$ cat src/hw/rtl/mlfq_pkg.sv
`timescale 1ns / 1ps
// ----------------------------------------------------------------------------
// mlfq_pkg
// Shared types and constants of the four-level feedback-queue scheduler.
// ----------------------------------------------------------------------------
package mlfq_pkg;

    localparam int SLOTS       = 32;
    localparam int SLOT_W      = 5;
    localparam int QDEPTH      = 32;
    localparam int QPTR_W      = 5;
    localparam int QCNT_W      = 6;
    localparam int LEVELS      = 4;
    localparam int DEF_TASKS   = 32;
    localparam logic [7:0] DEF_TIMEOUT = 8'd20;

    localparam logic [1:0] LVL_RT  = 2'd0;
    localparam logic [1:0] LVL_MAX = 2'd3;

    localparam logic OP_ARRIVE = 1'b0;
    localparam logic OP_TICK   = 1'b1;

    // Slot status codes.
    localparam logic [1:0] ST_FREE    = 2'd0;
    localparam logic [1:0] ST_QUEUED  = 2'd1;
    localparam logic [1:0] ST_RUNNING = 2'd2;
    localparam logic [1:0] ST_STALE   = 2'd3;

    // Result event codes.
    localparam logic [2:0] EV_IDLE     = 3'd0;
    localparam logic [2:0] EV_FINISHED = 3'd1;
    localparam logic [2:0] EV_DEMOTED  = 3'd2;
    localparam logic [2:0] EV_RT_CONT  = 3'd3;
    localparam logic [2:0] EV_TIMEOUT  = 3'd4;
    localparam logic [2:0] EV_ACCEPTED = 3'd5;
    localparam logic [2:0] EV_REJECTED = 3'd6;

    typedef struct packed {
        logic        started;
        logic [1:0]  level;
        logic [15:0] remaining;
        logic [15:0] arrival;
    } t_slot;

    typedef struct packed {
        logic [4:0]  task_id;
        logic [2:0]  ev;
        logic        first;
        logic [1:0]  level;
        logic [15:0] remaining;
    } t_res;

    // Queue control from the sequencer.
    typedef struct packed {
        logic       push;
        logic [1:0] push_lvl;
        logic [4:0] push_slot;
        logic       rd;
        logic       adv;
        logic [1:0] pop_lvl;
    } t_q_ctrl;

    typedef struct packed {
        logic [LEVELS-1:0] empty;
        logic [LEVELS-1:0] full;
    } t_q_stat;

endpackage

$ cat src/hw/rtl/mlfq_slot_mem.sv
`timescale 1ns / 1ps
// ----------------------------------------------------------------------------
// mlfq_slot_mem
// Per-slot task record memory: one write and one registered read per cycle.
// ----------------------------------------------------------------------------
module mlfq_slot_mem (
    input  logic                 i_clk,
    input  logic                 i_we,
    input  logic [4:0]           i_waddr,
    input  mlfq_pkg::t_slot      i_wdata,
    input  logic [4:0]           i_raddr,
    output mlfq_pkg::t_slot      o_rdata
);
    import mlfq_pkg::*;

    t_slot r_mem [0:SLOTS-1];
    t_slot r_q;

    // Synchronous write and read; a read sees writes of earlier edges.
    always_ff @(posedge i_clk) begin
        if (i_we) begin
            r_mem[i_waddr] <= i_wdata;
        end
        r_q <= r_mem[i_raddr];
    end

    assign o_rdata = r_q;

endmodule

$ cat src/hw/rtl/mlfq_queue.sv
`timescale 1ns / 1ps
// ----------------------------------------------------------------------------
// mlfq_queue
// Four circular FIFO levels sharing one entry memory, with head, tail and
// count registers per level.
// ----------------------------------------------------------------------------
module mlfq_queue (
    input  logic                 i_clk,
    input  logic                 i_rst_n,
    input  mlfq_pkg::t_q_ctrl    i_ctrl,
    output mlfq_pkg::t_q_stat    o_stat,
    output logic [4:0]           o_rd_slot
);
    import mlfq_pkg::*;

    logic [SLOT_W-1:0] r_mem [0:LEVELS*QDEPTH-1];
    logic [SLOT_W-1:0] r_rd;
    logic [QPTR_W-1:0] r_head  [0:LEVELS-1];
    logic [QPTR_W-1:0] r_tail  [0:LEVELS-1];
    logic [QCNT_W-1:0] r_count [0:LEVELS-1];

    // Entry memory: push writes at the tail, a read fetches the head.
    always_ff @(posedge i_clk) begin
        if (i_ctrl.push) begin
            r_mem[{i_ctrl.push_lvl, r_tail[i_ctrl.push_lvl]}] <= i_ctrl.push_slot;
        end
        if (i_ctrl.rd) begin
            r_rd <= r_mem[{i_ctrl.pop_lvl, r_head[i_ctrl.pop_lvl]}];
        end
    end

    // Pointer and count bookkeeping for every level.
    always_ff @(posedge i_clk) begin
        if (!i_rst_n) begin
            for (int l = 0; l < LEVELS; l++) begin
                r_head[l]  <= '0;
                r_tail[l]  <= '0;
                r_count[l] <= '0;
            end
        end else begin
            for (int l = 0; l < LEVELS; l++) begin
                if (i_ctrl.push && (i_ctrl.push_lvl == 2'(l))) begin
                    r_tail[l] <= r_tail[l] + QPTR_W'(1);
                end
                if (i_ctrl.adv && (i_ctrl.pop_lvl == 2'(l))) begin
                    r_head[l] <= r_head[l] + QPTR_W'(1);
                end
                if ((i_ctrl.push && (i_ctrl.push_lvl == 2'(l))) &&
                    !(i_ctrl.adv && (i_ctrl.pop_lvl == 2'(l)))) begin
                    r_count[l] <= r_count[l] + QCNT_W'(1);
                end else if (!(i_ctrl.push && (i_ctrl.push_lvl == 2'(l))) &&
                             (i_ctrl.adv && (i_ctrl.pop_lvl == 2'(l)))) begin
                    r_count[l] <= r_count[l] - QCNT_W'(1);
                end
            end
        end
    end

    // Level status flags.
    always_comb begin
        for (int l = 0; l < LEVELS; l++) begin
            o_stat.empty[l] = (r_count[l] == '0);
            o_stat.full[l]  = r_count[l][QCNT_W-1];
        end
    end

    assign o_rd_slot = r_rd;

endmodule

$ cat src/hw/rtl/mlfq_task_scheduler_core.sv
`timescale 1ns / 1ps
// ----------------------------------------------------------------------------
// mlfq_task_scheduler_core
// Four-level feedback-queue task scheduler with timeout sweep.
// ----------------------------------------------------------------------------
// Usage: a request is taken at a rising edge with i_start high and o_busy
// low. An arrive request (i_op 0) files a slot and answers accepted or
// rejected with one result on the cycle after it is taken; o_busy stays low,
// so arrive requests can follow each other every cycle.
// A tick request (i_op 1) runs one task for one unit, then sweeps every live
// slot for timeouts. It keeps o_busy high while it selects the task (a
// real-time task that continues, or a search of levels 0 to 3 that skips
// stale queue entries), runs it and sweeps the slot memory, one slot per
// cycle. The final result appears in the same cycle as o_busy falls.
// Results come at most one per cycle, each marked by o_result_valid for one
// cycle, o_last on the final one; the receiver takes each result as it
// appears and cannot stall the block.
// Configuration: i_cfg_valid with i_cfg_timeout_limit writes the timeout limit;
// o_cfg_ready is always high; the user makes writes only while idle (unchecked).
// Reset (synchronous, i_rst_n low) frees all slots, empties the queues,
// clears the time counter and sets the timeout limit to 20.
// ----------------------------------------------------------------------------
module mlfq_task_scheduler_core #(
    parameter int TASKS = mlfq_pkg::DEF_TASKS
) (
    input  logic        i_clk,
    input  logic        i_rst_n,
    input  logic        i_start,
    output logic        o_busy,
    input  logic        i_op,
    input  logic [4:0]  i_task_id,
    input  logic [1:0]  i_priority_req,
    input  logic [15:0] i_burst,
    input  logic        i_cfg_valid,
    output logic        o_cfg_ready,
    input  logic [7:0]  i_cfg_timeout_limit,
    output logic        o_result_valid,
    output logic [4:0]  o_result_task,
    output logic [2:0]  o_event_res,
    output logic        o_first_run,
    output logic [1:0]  o_level,
    output logic [15:0] o_remaining,
    output logic [15:0] o_now,
    output logic        o_last
);
    import mlfq_pkg::*;

    localparam int LIVE = (TASKS < SLOTS) ? TASKS : SLOTS;

    localparam logic [2:0] S_IDLE  = 3'd0;
    localparam logic [2:0] S_SEL   = 3'd1;
    localparam logic [2:0] S_POP   = 3'd2;
    localparam logic [2:0] S_POPW  = 3'd3;
    localparam logic [2:0] S_RD    = 3'd4;
    localparam logic [2:0] S_RUN   = 3'd5;
    localparam logic [2:0] S_SCAN  = 3'd6;
    localparam logic [2:0] S_FLUSH = 3'd7;

    // Control registers.
    logic [2:0]  r_state, n_state;
    logic [7:0]  r_limit;
    logic [15:0] r_time, n_time;
    logic        r_rt_act, n_rt_act;
    logic [4:0]  r_rt_cur, n_rt_cur;
    logic [1:0]  r_lvl, n_lvl;
    logic [4:0]  r_sel, n_sel;
    logic        r_sel_v, n_sel_v;
    logic        r_rt, n_rt;
    logic [4:0]  r_idx, n_idx;
    logic        r_done, n_done;
    logic        r_chk_v, n_chk_v;
    logic [4:0]  r_chk_idx, n_chk_idx;
    t_res        r_pend, n_pend;
    logic [1:0]  r_status [0:SLOTS-1];

    // Output registers.
    logic        r_o_valid, n_o_valid;
    t_res        r_o_res, n_o_res;
    logic [15:0] r_o_now, n_o_now;
    logic        r_o_last, n_o_last;

    // Status write port and read mux.
    logic        st_we;
    logic [4:0]  st_widx;
    logic [1:0]  st_wval;
    logic [4:0]  st_ridx;
    logic [1:0]  st_rd;

    // Memory and queue connections.
    logic        sm_we;
    logic [4:0]  sm_waddr;
    t_slot       sm_wdata;
    logic [4:0]  sm_raddr;
    t_slot       sm_q;
    t_q_ctrl     q_ctrl;
    t_q_stat     q_stat;
    logic [4:0]  q_slot;

    // Run-step helpers.
    logic [15:0] run_rem;
    logic [15:0] age;
    logic [1:0]  dem_lvl;
    logic        accept;

    mlfq_slot_mem u_slot_mem (
        .i_clk   (i_clk),
        .i_we    (sm_we),
        .i_waddr (sm_waddr),
        .i_wdata (sm_wdata),
        .i_raddr (sm_raddr),
        .o_rdata (sm_q)
    );

    mlfq_queue u_queue (
        .i_clk     (i_clk),
        .i_rst_n   (i_rst_n),
        .i_ctrl    (q_ctrl),
        .o_stat    (q_stat),
        .o_rd_slot (q_slot)
    );

    assign o_busy      = (r_state != S_IDLE);
    assign o_cfg_ready = 1'b1;

    // Status read address follows the state.
    always_comb begin
        unique case (r_state)
            S_IDLE:  st_ridx = i_task_id;
            S_SEL:   st_ridx = r_rt_cur;
            S_POPW:  st_ridx = q_slot;
            S_SCAN:  st_ridx = r_chk_idx;
            default: st_ridx = r_sel;
        endcase
        st_rd = r_status[st_ridx];
    end

    assign run_rem = sm_q.remaining - {15'd0, (sm_q.remaining != 16'd0)};
    assign age     = (r_state == S_RUN) ? (r_time + 16'd1 - sm_q.arrival)
                                        : (r_time - sm_q.arrival);
    assign dem_lvl = (sm_q.level == LVL_MAX) ? LVL_MAX : sm_q.level + 2'd1;
    assign accept  = (int'(i_task_id) < LIVE) && (st_rd == ST_FREE) &&
                     (i_burst != 16'd0) && !q_stat.full[i_priority_req];

    // Sequencer.
    always_comb begin
        n_state   = r_state;
        n_time    = r_time;
        n_rt_act  = r_rt_act;
        n_rt_cur  = r_rt_cur;
        n_lvl     = r_lvl;
        n_sel     = r_sel;
        n_sel_v   = r_sel_v;
        n_rt      = r_rt;
        n_idx     = r_idx;
        n_done    = r_done;
        n_chk_v   = 1'b0;
        n_chk_idx = r_chk_idx;
        n_pend    = r_pend;
        n_o_valid = 1'b0;
        n_o_res   = r_o_res;
        n_o_now   = r_o_now;
        n_o_last  = r_o_last;
        st_we     = 1'b0;
        st_widx   = st_ridx;
        st_wval   = ST_FREE;
        sm_we     = 1'b0;
        sm_waddr  = r_sel;
        sm_wdata  = sm_q;
        sm_raddr  = r_sel;
        q_ctrl    = '0;
        q_ctrl.pop_lvl = r_lvl;

        unique case (r_state)
            S_IDLE: begin
                if (i_start && (i_op == OP_ARRIVE)) begin
                    n_o_valid       = 1'b1;
                    n_o_now         = r_time;
                    n_o_last        = 1'b1;
                    n_o_res.task_id = i_task_id;
                    n_o_res.first   = 1'b0;
                    if (accept) begin
                        st_we              = 1'b1;
                        st_wval            = ST_QUEUED;
                        sm_we              = 1'b1;
                        sm_waddr           = i_task_id;
                        sm_wdata.started   = 1'b0;
                        sm_wdata.level     = i_priority_req;
                        sm_wdata.remaining = i_burst;
                        sm_wdata.arrival   = r_time;
                        q_ctrl.push        = 1'b1;
                        q_ctrl.push_lvl    = i_priority_req;
                        q_ctrl.push_slot   = i_task_id;
                        n_o_res.ev         = EV_ACCEPTED;
                        n_o_res.level      = i_priority_req;
                        n_o_res.remaining  = i_burst;
                    end else begin
                        n_o_res.ev        = EV_REJECTED;
                        n_o_res.level     = LVL_RT;
                        n_o_res.remaining = 16'd0;
                    end
                end else if (i_start) begin
                    n_state = S_SEL;
                end
            end

            // Keep the current real-time task, or start popping level 0.
            S_SEL: begin
                if (r_rt_act && (st_rd == ST_RUNNING)) begin
                    n_sel   = r_rt_cur;
                    n_sel_v = 1'b1;
                    n_rt    = 1'b1;
                    n_state = S_RD;
                end else begin
                    n_rt_act = 1'b0;
                    n_rt     = 1'b0;
                    n_lvl    = LVL_RT;
                    n_state  = S_POP;
                end
            end

            // Fetch the head of the current level, or move to the next one.
            S_POP: begin
                if (q_stat.empty[r_lvl]) begin
                    if (r_lvl == LVL_MAX) begin
                        n_sel_v = 1'b0;
                        n_state = S_RUN;
                    end else begin
                        n_lvl = r_lvl + 2'd1;
                    end
                end else begin
                    q_ctrl.rd = 1'b1;
                    n_state   = S_POPW;
                end
            end

            // Consume the fetched entry; stale entries are dropped.
            S_POPW: begin
                q_ctrl.adv = 1'b1;
                n_state    = S_POP;
                if (st_rd == ST_QUEUED) begin
                    n_sel   = q_slot;
                    n_sel_v = 1'b1;
                    n_state = S_RD;
                    if (r_lvl == LVL_RT) begin
                        n_rt     = 1'b1;
                        n_rt_act = 1'b1;
                        n_rt_cur = q_slot;
                        st_we    = 1'b1;
                        st_wval  = ST_RUNNING;
                    end
                end else if (st_rd == ST_STALE) begin
                    st_we   = 1'b1;
                    st_wval = ST_FREE;
                end
            end

            S_RD: begin
                n_state = S_RUN;
            end

            // Run the selected task for one unit and advance time.
            S_RUN: begin
                n_time   = r_time + 16'd1;
                n_idx    = '0;
                n_done   = 1'b0;
                n_state  = S_SCAN;
                st_widx  = r_sel;
                if (!r_sel_v) begin
                    n_pend = '{task_id: 5'd0, ev: EV_IDLE, first: 1'b0,
                               level: LVL_RT, remaining: 16'd0};
                end else begin
                    sm_we              = 1'b1;
                    sm_wdata.started   = 1'b1;
                    sm_wdata.remaining = run_rem;
                    st_we              = 1'b1;
                    n_pend.task_id     = r_sel;
                    n_pend.first       = !sm_q.started;
                    n_pend.level       = sm_q.level;
                    n_pend.remaining   = run_rem;
                    if (run_rem == 16'd0) begin
                        st_wval    = ST_FREE;
                        n_pend.ev  = EV_FINISHED;
                        if (r_rt) begin
                            n_rt_act = 1'b0;
                        end
                    end else if (age >= {8'd0, r_limit}) begin
                        st_wval   = ST_FREE;
                        n_pend.ev = EV_TIMEOUT;
                        if (r_rt) begin
                            n_rt_act = 1'b0;
                        end
                    end else if (r_rt) begin
                        st_wval   = ST_RUNNING;
                        n_pend.ev = EV_RT_CONT;
                    end else begin
                        sm_wdata.level = dem_lvl;
                        n_pend.level   = dem_lvl;
                        if (!q_stat.full[dem_lvl]) begin
                            q_ctrl.push      = 1'b1;
                            q_ctrl.push_lvl  = dem_lvl;
                            q_ctrl.push_slot = r_sel;
                            st_wval          = ST_QUEUED;
                            n_pend.ev        = EV_DEMOTED;
                        end else begin
                            st_wval   = ST_FREE;
                            n_pend.ev = EV_TIMEOUT;
                        end
                    end
                end
            end

            // Sweep slots: read one slot per cycle, check it the next cycle.
            S_SCAN: begin
                sm_raddr = r_idx;
                if (!r_done) begin
                    n_chk_v   = 1'b1;
                    n_chk_idx = r_idx;
                    if (r_idx == 5'(LIVE - 1)) begin
                        n_done = 1'b1;
                    end else begin
                        n_idx = r_idx + 5'd1;
                    end
                end else begin
                    n_state = S_FLUSH;
                end
                if (r_chk_v && ((st_rd == ST_QUEUED) || (st_rd == ST_RUNNING)) &&
                    (age >= {8'd0, r_limit})) begin
                    st_we   = 1'b1;
                    if (st_rd == ST_QUEUED) begin
                        st_wval = ST_STALE;
                    end else begin
                        st_wval  = ST_FREE;
                        n_rt_act = 1'b0;
                    end
                    // Release the previous result now that another follows.
                    n_o_valid = 1'b1;
                    n_o_res   = r_pend;
                    n_o_now   = r_time;
                    n_o_last  = 1'b0;
                    n_pend    = '{task_id: r_chk_idx, ev: EV_TIMEOUT, first: 1'b0,
                                  level: sm_q.level, remaining: sm_q.remaining};
                end
            end

            // Deliver the held result as the final one.
            S_FLUSH: begin
                n_o_valid = 1'b1;
                n_o_res   = r_pend;
                n_o_now   = r_time;
                n_o_last  = 1'b1;
                n_state   = S_IDLE;
            end

            default: begin
                n_state = S_IDLE;
            end
        endcase
    end

    // Control state with reset.
    always_ff @(posedge i_clk) begin
        if (!i_rst_n) begin
            r_state   <= S_IDLE;
            r_limit   <= DEF_TIMEOUT;
            r_time    <= '0;
            r_rt_act  <= 1'b0;
            r_rt_cur  <= '0;
            r_chk_v   <= 1'b0;
            r_o_valid <= 1'b0;
            for (int s = 0; s < SLOTS; s++) begin
                r_status[s] <= ST_FREE;
            end
        end else begin
            r_state   <= n_state;
            r_time    <= n_time;
            r_rt_act  <= n_rt_act;
            r_rt_cur  <= n_rt_cur;
            r_chk_v   <= n_chk_v;
            r_o_valid <= n_o_valid;
            if (i_cfg_valid) begin
                r_limit <= i_cfg_timeout_limit;
            end
            if (st_we) begin
                r_status[st_widx] <= st_wval;
            end
        end
    end

    // Working and payload registers.
    always_ff @(posedge i_clk) begin
        r_lvl     <= n_lvl;
        r_sel     <= n_sel;
        r_sel_v   <= n_sel_v;
        r_rt      <= n_rt;
        r_idx     <= n_idx;
        r_done    <= n_done;
        r_chk_idx <= n_chk_idx;
        r_pend    <= n_pend;
        r_o_res   <= n_o_res;
        r_o_now   <= n_o_now;
        r_o_last  <= n_o_last;
    end

    assign o_result_valid = r_o_valid;
    assign o_result_task  = r_o_res.task_id;
    assign o_event_res    = r_o_res.ev;
    assign o_first_run    = r_o_res.first;
    assign o_level        = r_o_res.level;
    assign o_remaining    = r_o_res.remaining;
    assign o_now          = r_o_now;
    assign o_last         = r_o_last;

endmodule
$ cat config.mk
export PLATFORM = sky130hd
export DESIGN_NAME = mlfq_task_scheduler_core
export DESIGN_NICKNAME = d
export VERILOG_FILES = /design/src/hw/rtl/mlfq_pkg.sv /design/src/hw/rtl/mlfq_slot_mem.sv /design/src/hw/rtl/mlfq_queue.sv /design/src/hw/rtl/mlfq_task_scheduler_core.sv
export SDC_FILE = /design/constraint.sdc
export NUM_CORES = 2
export LEC_CHECK = 0
export ABC_AREA = 0
export BUFFER_PORTS_ARGS = -buffer_cell sky130_fd_sc_hd__clkbuf_2
export CAP_MARGIN = 20
export CORE_MARGIN = 3
export CORE_UTILIZATION = 30
export CTS_BUF_LIST = sky130_fd_sc_hd__clkbuf_8
export CTS_CLUSTER_SIZE = 40
export DETAILED_ROUTE_END_ITERATION = 12
export SETUP_SLACK_MARGIN = 0.4
export SKIP_CTS_REPAIR_TIMING = 1
export SLEW_MARGIN = 25
export SYNTH_ARGS = -nofsm -noshare
export SYNTH_HDL_FRONTEND = slang
export SYNTH_HIERARCHICAL = 1
export SYNTH_SLANG_ARGS = --single-unit
$ cat constraint.sdc
create_clock -name i_clk -period 9.6 [get_ports i_clk]
set_input_delay 1.92 -clock i_clk [delete_from_list [all_inputs] [get_ports i_clk]]
set_output_delay 1.92 -clock i_clk [all_outputs]
set_load 0.05 [all_outputs]
Yosys cells after proc, flatten, opt, wreduce, memory -nomap -nowiden

Memory sizes are Yosys's and may differ from the RTL's. A register that Yosys moved wholly into a read port is not among the register bits.
Cells that the tools add are included.

Register bits: 126
Memory bits (writable): 1888
Output and inout bits: 47
Memories: 6

Memories:

| memory           | words | bits a word | read ports | clocked after Yosys merged registers in | write ports | RTL line                       | RTL |
|---|---|---|---|---|---|---|---|
| u_slot_mem.r_mem | 32    | 35          | 1          | 1                                       | 1           | mlfq_slot_mem.sv:16            | `t_slot r_mem [0:SLOTS-1];` |
| u_queue.r_mem    | 128   | 5           | 1          | 1                                       | 1           | mlfq_queue.sv:16               | `logic [SLOT_W-1:0] r_mem [0:LEVELS*QDEPTH-1];` |
| r_status         | 32    | 2           | 1          | 0                                       | 32          | mlfq_task_scheduler_core.sv:74 | `logic [1:0] r_status [0:SLOTS-1];` |
| u_queue.r_count  | 4     | 6           | 4          | 0                                       | 4           | mlfq_queue.sv:20               | `logic [QCNT_W-1:0] r_count [0:LEVELS-1];` |
| u_queue.r_head   | 4     | 5           | 5          | 1                                       | 4           | mlfq_queue.sv:18               | `logic [QPTR_W-1:0] r_head [0:LEVELS-1];` |
| u_queue.r_tail   | 4     | 5           | 5          | 0                                       | 4           | mlfq_queue.sv:19               | `logic [QPTR_W-1:0] r_tail [0:LEVELS-1];` |

Add/subtract/negate cells: 23
$lt $le $gt $ge: 4
Equal/unequal tests: 36
Multiplexer cells: 193
Bitwise logic cells: 18
Reductions and logical operators: 64

Operators with widths:

| kind                  | count |
|---|---|
| $mux W27              | 4 |
| $mux W1               | 97 |
| $mux W5               | 18 |
| $pmux W27 S3          | 1 |
| $mux W35              | 2 |
| $mux W16              | 4 |
| $mux W8               | 7 |
| $pmux W27 S2          | 1 |
| $mux W6               | 8 |
| $pmux W16 S3          | 1 |
| $add A5 B1 Y5 const B | 9 |
| $pmux W19 S2          | 1 |
| $mux W2               | 18 |
| $mux W3               | 11 |
| $ne A2 B2 Y1 const B  | 16 |
| $reduce_bool A16 Y1   | 2 |
| $sub A16 B16 Y16      | 2 |
| $add A6 B1 Y6 const B | 4 |
| $logic_not A6 Y1      | 4 |
| $pmux W3 S8           | 1 |
| $sub A6 B1 Y6 const B | 4 |
| $logic_and A1 B1 Y1   | 22 |
| $pmux W5 S2           | 2 |
| $pmux W5 S4           | 1 |
| other kinds (38)      | 98 |

Logic depth before layout (Yosys ltp)

Depth after elaboration: 19
Mapped depth: 32
Depth with buffers taken out: 28

By module

Netlist, hierarchy kept.

Modules (own cells, without submodules):

| module                   | instances | cells each | area an instance (sq um) | seq. area each (sq um) |
|---|---|---|---|---|
| mlfq_slot_mem            | 1         | 2469       | 44545.2                  | 34332.9 |
| mlfq_queue               | 1         | 1988       | 30137.7                  | 21290.4 |
| mlfq_task_scheduler_core | 1         | 1257       | 11599.9                  | 5355.1 |

Worst setup path after synthesis

No wires, ideal clock.

Kind: input port to flip-flop
From: in i_task_id[0]
To: mem u_queue.r_mem[0][0] (data pin)
Setup time: 830 ps
Arrival: 7543 ps
Required time: 8770 ps
Path slack: 1226 ps
Stages: 18
Buffers on the path: 3
Cell sequence: mux2_2 o22a_1 o221ai_1 clkbuf_1 clkbuf_1 mux2i_1 nand2_1 o211ai_1 o211ai_1 nand4_1 ha_1 nor2b_1 and2_1 nand2_1 nor2_1 clkbuf_1 nand2_1 o21ai_1

RTL lines:

| item               | RTL line                       | RTL |
|---|---|---|
| start: declaration | mlfq_task_scheduler_core.sv:31 | `input logic [4:0] i_task_id,` |
| end: declaration   | mlfq_queue.sv:16               |  |

==> reports/qor.txt <==
status = completed
Area Overhead vs Synth = 12.57%
dominant cell type by area after synthesis = edfxtp_1
Mapped Area = 86280 um2
most frequent cell after synthesis = edfxtp_1
placed insts = 9360
Post-synth top flop = edfxtp_1
critical-path cell list = nand3b_1, nor2_1, xor2_1, ha_1, a21o_1, a21oi_1, nand2_1, a31oi_1, xnor2_1, ha_1, o2111ai_1, o21ai_0, a31oi_1, o221ai_1, or4b_1, buf_4, o21ai_1, mux4_2, nand2b_1, inv_1, nand2_1, nor2_1
Clock Sink Count = 2054
DRT Pass-1 Iters = 6
dpl hpwl = 140.6 mm
Initial Utilization = 30.20%
Max IR drop VDD = 99.03 uV
Core ar. = 285700 um2
number of routed nets with antenna violations = 0
Top delay family on crit path = simple AND/OR/NAND/NOR gates
element type at the critical path end = flip-flop
TritonCTS buffer count = 319
r2r setup slk = 1.25 ns
warnings from Yosys = 6
Fmax = 119.7 MHz
initial antenna violation count = 14
crit-path max FO = 14
library cells used by synthesis = 83
EDFF count, synth = 1984
max_slew headroom = 27.36%
global-route wire length before repair = 341.7 mm
RR Endpoint = u_queue/r_mem[113][0]$_DFFE_PP_
Hold WS = 0.4300 ns
CTS tree = done
GPL Wtd Cong = 0.8759
# H-tree levels = 5
power density over cell area = 192.9 nW/um2
clk_skew = 0.09006 ns
Max Transition Viols Final = 0
clk_lat worst skew = 0.96 ns
port bufs = 81
Iter 0 DRT Violations = 5382
clk buf depth = 4
synth cell count leaders = edfxtp_1, mux2i_1, nand2_1
Bufs and invs on worst path = 2
Core Rows = 196
share of flip-flops with an asynchronous set or reset = 0%
I/O Pins = 83
pin count of the biggest net entering global routing = 141
worst r2r src = r_state[0]$_SDFFE_PN0P_
HP Start = r_time[6]$_SDFFE_PN0N_
routed vias = 50440
gr usage total = 15.42%
CP arrival = 8.87 ns
sequential area share after synthesis = 70.67%
WL/cell = 23.60 um
Max stage delay on crit path = 0.74 ns
worst path required time = 10.11 ns
CP Depth = 22
final wirelength = 234.2 mm
crit path launch type = flip-flop
number of remaining DRC errors = 0
Via density = 5.083
Slew @ Worst Pin = 1.087 ns
Worst path slowest cell = dfxtp_1
setup violators final = 0
Max Cap Viol = 0
Mapped Cells = 5714
Reg2Reg Depth = 22
Leakage = 0.03294 uW
Final Instance Count excl. Fillers = 9923
nets = 6023
Min-Delay Endpoint = o_now[6]$_DFFE_PP_
CTS clock-pin slew for the worst setup and hold paths = 0.06 ns
CTS root buffer = clkbuf_8
full die area = 294100 um2
worst hold path class = flip-flop to flip-flop
Synth area leaders = edfxtp_1, mux2i_1, nand2_1
Die W = 542.3 um
cell depth of the worst hold path = 0
top-area cell type share of the netlist area = 69.05%
RSZ-0062 raised after global routing = no
Net Count, Synth = 5812
fin crit period = 8.352 ns
vias in the first global route = 50420
Worst Setup Path Type = flip-flop to flip-flop
grt ovf = 0
period utilization = 87.00%
Die Ht = 542.3 um
Avg Cell Area, Syn = 15.10 um2
share of layout cells above drive strength 1 = 12.41%
Fillers = 27310
setup tns final = 0 ns
Final Hold Viols = 0
Synth Register Bits = 2054
==> layout make-up <==
| class | instances | area, um2 | area share [%] |
|---|---|---|---|
| Tap cell | 3762 | 4707 | 4.846 |
| Clock buffer | 338 | 4652 | 4.789 |
| Inverter | 79 | 296.5 | 0.3053 |
| Multi-Input combinational cell | 3256 | 23670 | 24.37 |
| Sequential cell | 2054 | 60980 | 62.78 |
| Clock inverter | 213 | 1049 | 1.079 |
| Timing Repair Buffer | 215 | 1763 | 1.815 |
| Antenna cell | 6 | 15.01 | 0.01546 |
==> sequential cells by signal (all words and copies together) (netlist names), 20 cells and up <==
register	cells
u_queue/r_mem	640
u_slot_mem/r_mem	1120
r_status	64
u_queue/r_tail	20
u_queue/r_count	24
u_queue/r_head	20
r_pend	27
u_slot_mem/o_rdata	35
==> worst reg2reg max path, stage by stage (launching register included) <==
cell       delay (ns)
dfxtp_1          0.74
nand3b_1         0.58
nor2_1           0.34
xor2_1           0.21
ha_1             0.32
a21o_1           0.20
a21oi_1          0.41
nand2_1          0.16
a31oi_1          0.24
xnor2_1          0.15
ha_1             0.26
o2111ai_1        0.09
o21ai_0          0.14
a31oi_1          0.23
o221ai_1         0.19
or4b_1           0.52
buf_4            0.23
o21ai_1          0.62
mux4_2           0.71
nand2b_1         0.26
inv_1            0.08
nand2_1          0.63
nor2_1           0.65
==> kinds of logic after synthesis <==
group,count (synthesis),synth area share [%]
adders and majority gates,62,0.9339
muxes,1008,11.91
xor gates and xnor gates,77,0.7816
and+or+nand+nor,1370,7.262
other,1,0.004346
AOI/OAI and AO/OA,738,5.877
buffers and inverters,404,2.557
DFF,2054,70.67
==> per-stage QoR <==
| stage | power [uW] | cell area, um2 | util (%) | setup slack [ns] |
|---|---|---|---|---|
| global route | 19430 | 97120 | 34.00 | 0.7237 |
| detailed placement | 12110 | 91260 | 31.94 | 0.8910 |
| global placement | 12080 | 91240 | 31.94 | 0.9753 |
| finish | 18730 | 97130 | 34.00 | 1.248 |
| floorplan | 11430 | 86280 | - | 1.226 |
| CTS | 18870 | 96960 | 33.94 | 1.354 |
==> layer usage <==
layer | global-route usage (%) | routed length [um] | vias up
met1 | 20.50 | 98490 | 25630
met4 | 6.077 | 8849 | 0
li1 | - | - | 22400
met3 | 2.677 | 16350 | 418
met2 | 25.03 | 110500 | 1992
met5 | 0 | 0 | -
==> worst max path at each step <==
stage                            startpoint                         endpoint  slack, ns
floorplan                      i_task_id[0]    u_queue/r_mem[0][0]$_DFFE_PP_       1.23
global placement               i_task_id[0]   u_queue/r_mem[91][0]$_DFFE_PP_       0.98
detailed placement             i_task_id[0]   u_queue/r_mem[49][0]$_DFFE_PP_       0.89
CTS                 r_state[0]$_SDFFE_PN0P_   u_queue/r_mem[17][4]$_DFFE_PP_       1.35
global route        r_state[0]$_SDFFE_PN0P_  u_queue/r_mem[113][0]$_DFFE_PP_       0.72
finish              r_state[0]$_SDFFE_PN0P_  u_queue/r_mem[113][0]$_DFFE_PP_       1.25
==> power breakdown <==
part	internal [uW]	switching [uW]	leakage [uW]
registers	10100	67.0	0.0184
clock network	3400	3360	0.00328
logic	525	1320	0.0113
total	14000	4750	0.0329
==> layout by cell type (no fill, tap or decap), drive strengths merged, types with 9 or more instances in the layout <==
cell type / instances
nor3: 139
dfxtp: 70
and2: 36
a21oi: 180
xor2: 34
nand3: 226
nand4: 17
mux4: 12
nand2: 484
mux2: 30
a22oi: 110
a221o: 19
mux2i: 966
a22o: 83
o22ai: 18
buf: 135
nand3b: 14
nor2b: 27
nor4: 18
ha: 58
a21o: 26
xnor2: 43
inv: 180
o211ai: 29
a211oi: 27
clkinvlp: 9
edfxtp: 1984
and3: 15
nand2b: 19
clkbuf: 418
a31oi: 47
nor2: 335
o31ai: 33
o21ai: 79
clkinv: 97
o221ai: 20
o2111ai: 11
Power figures use the tool's default switching activity.
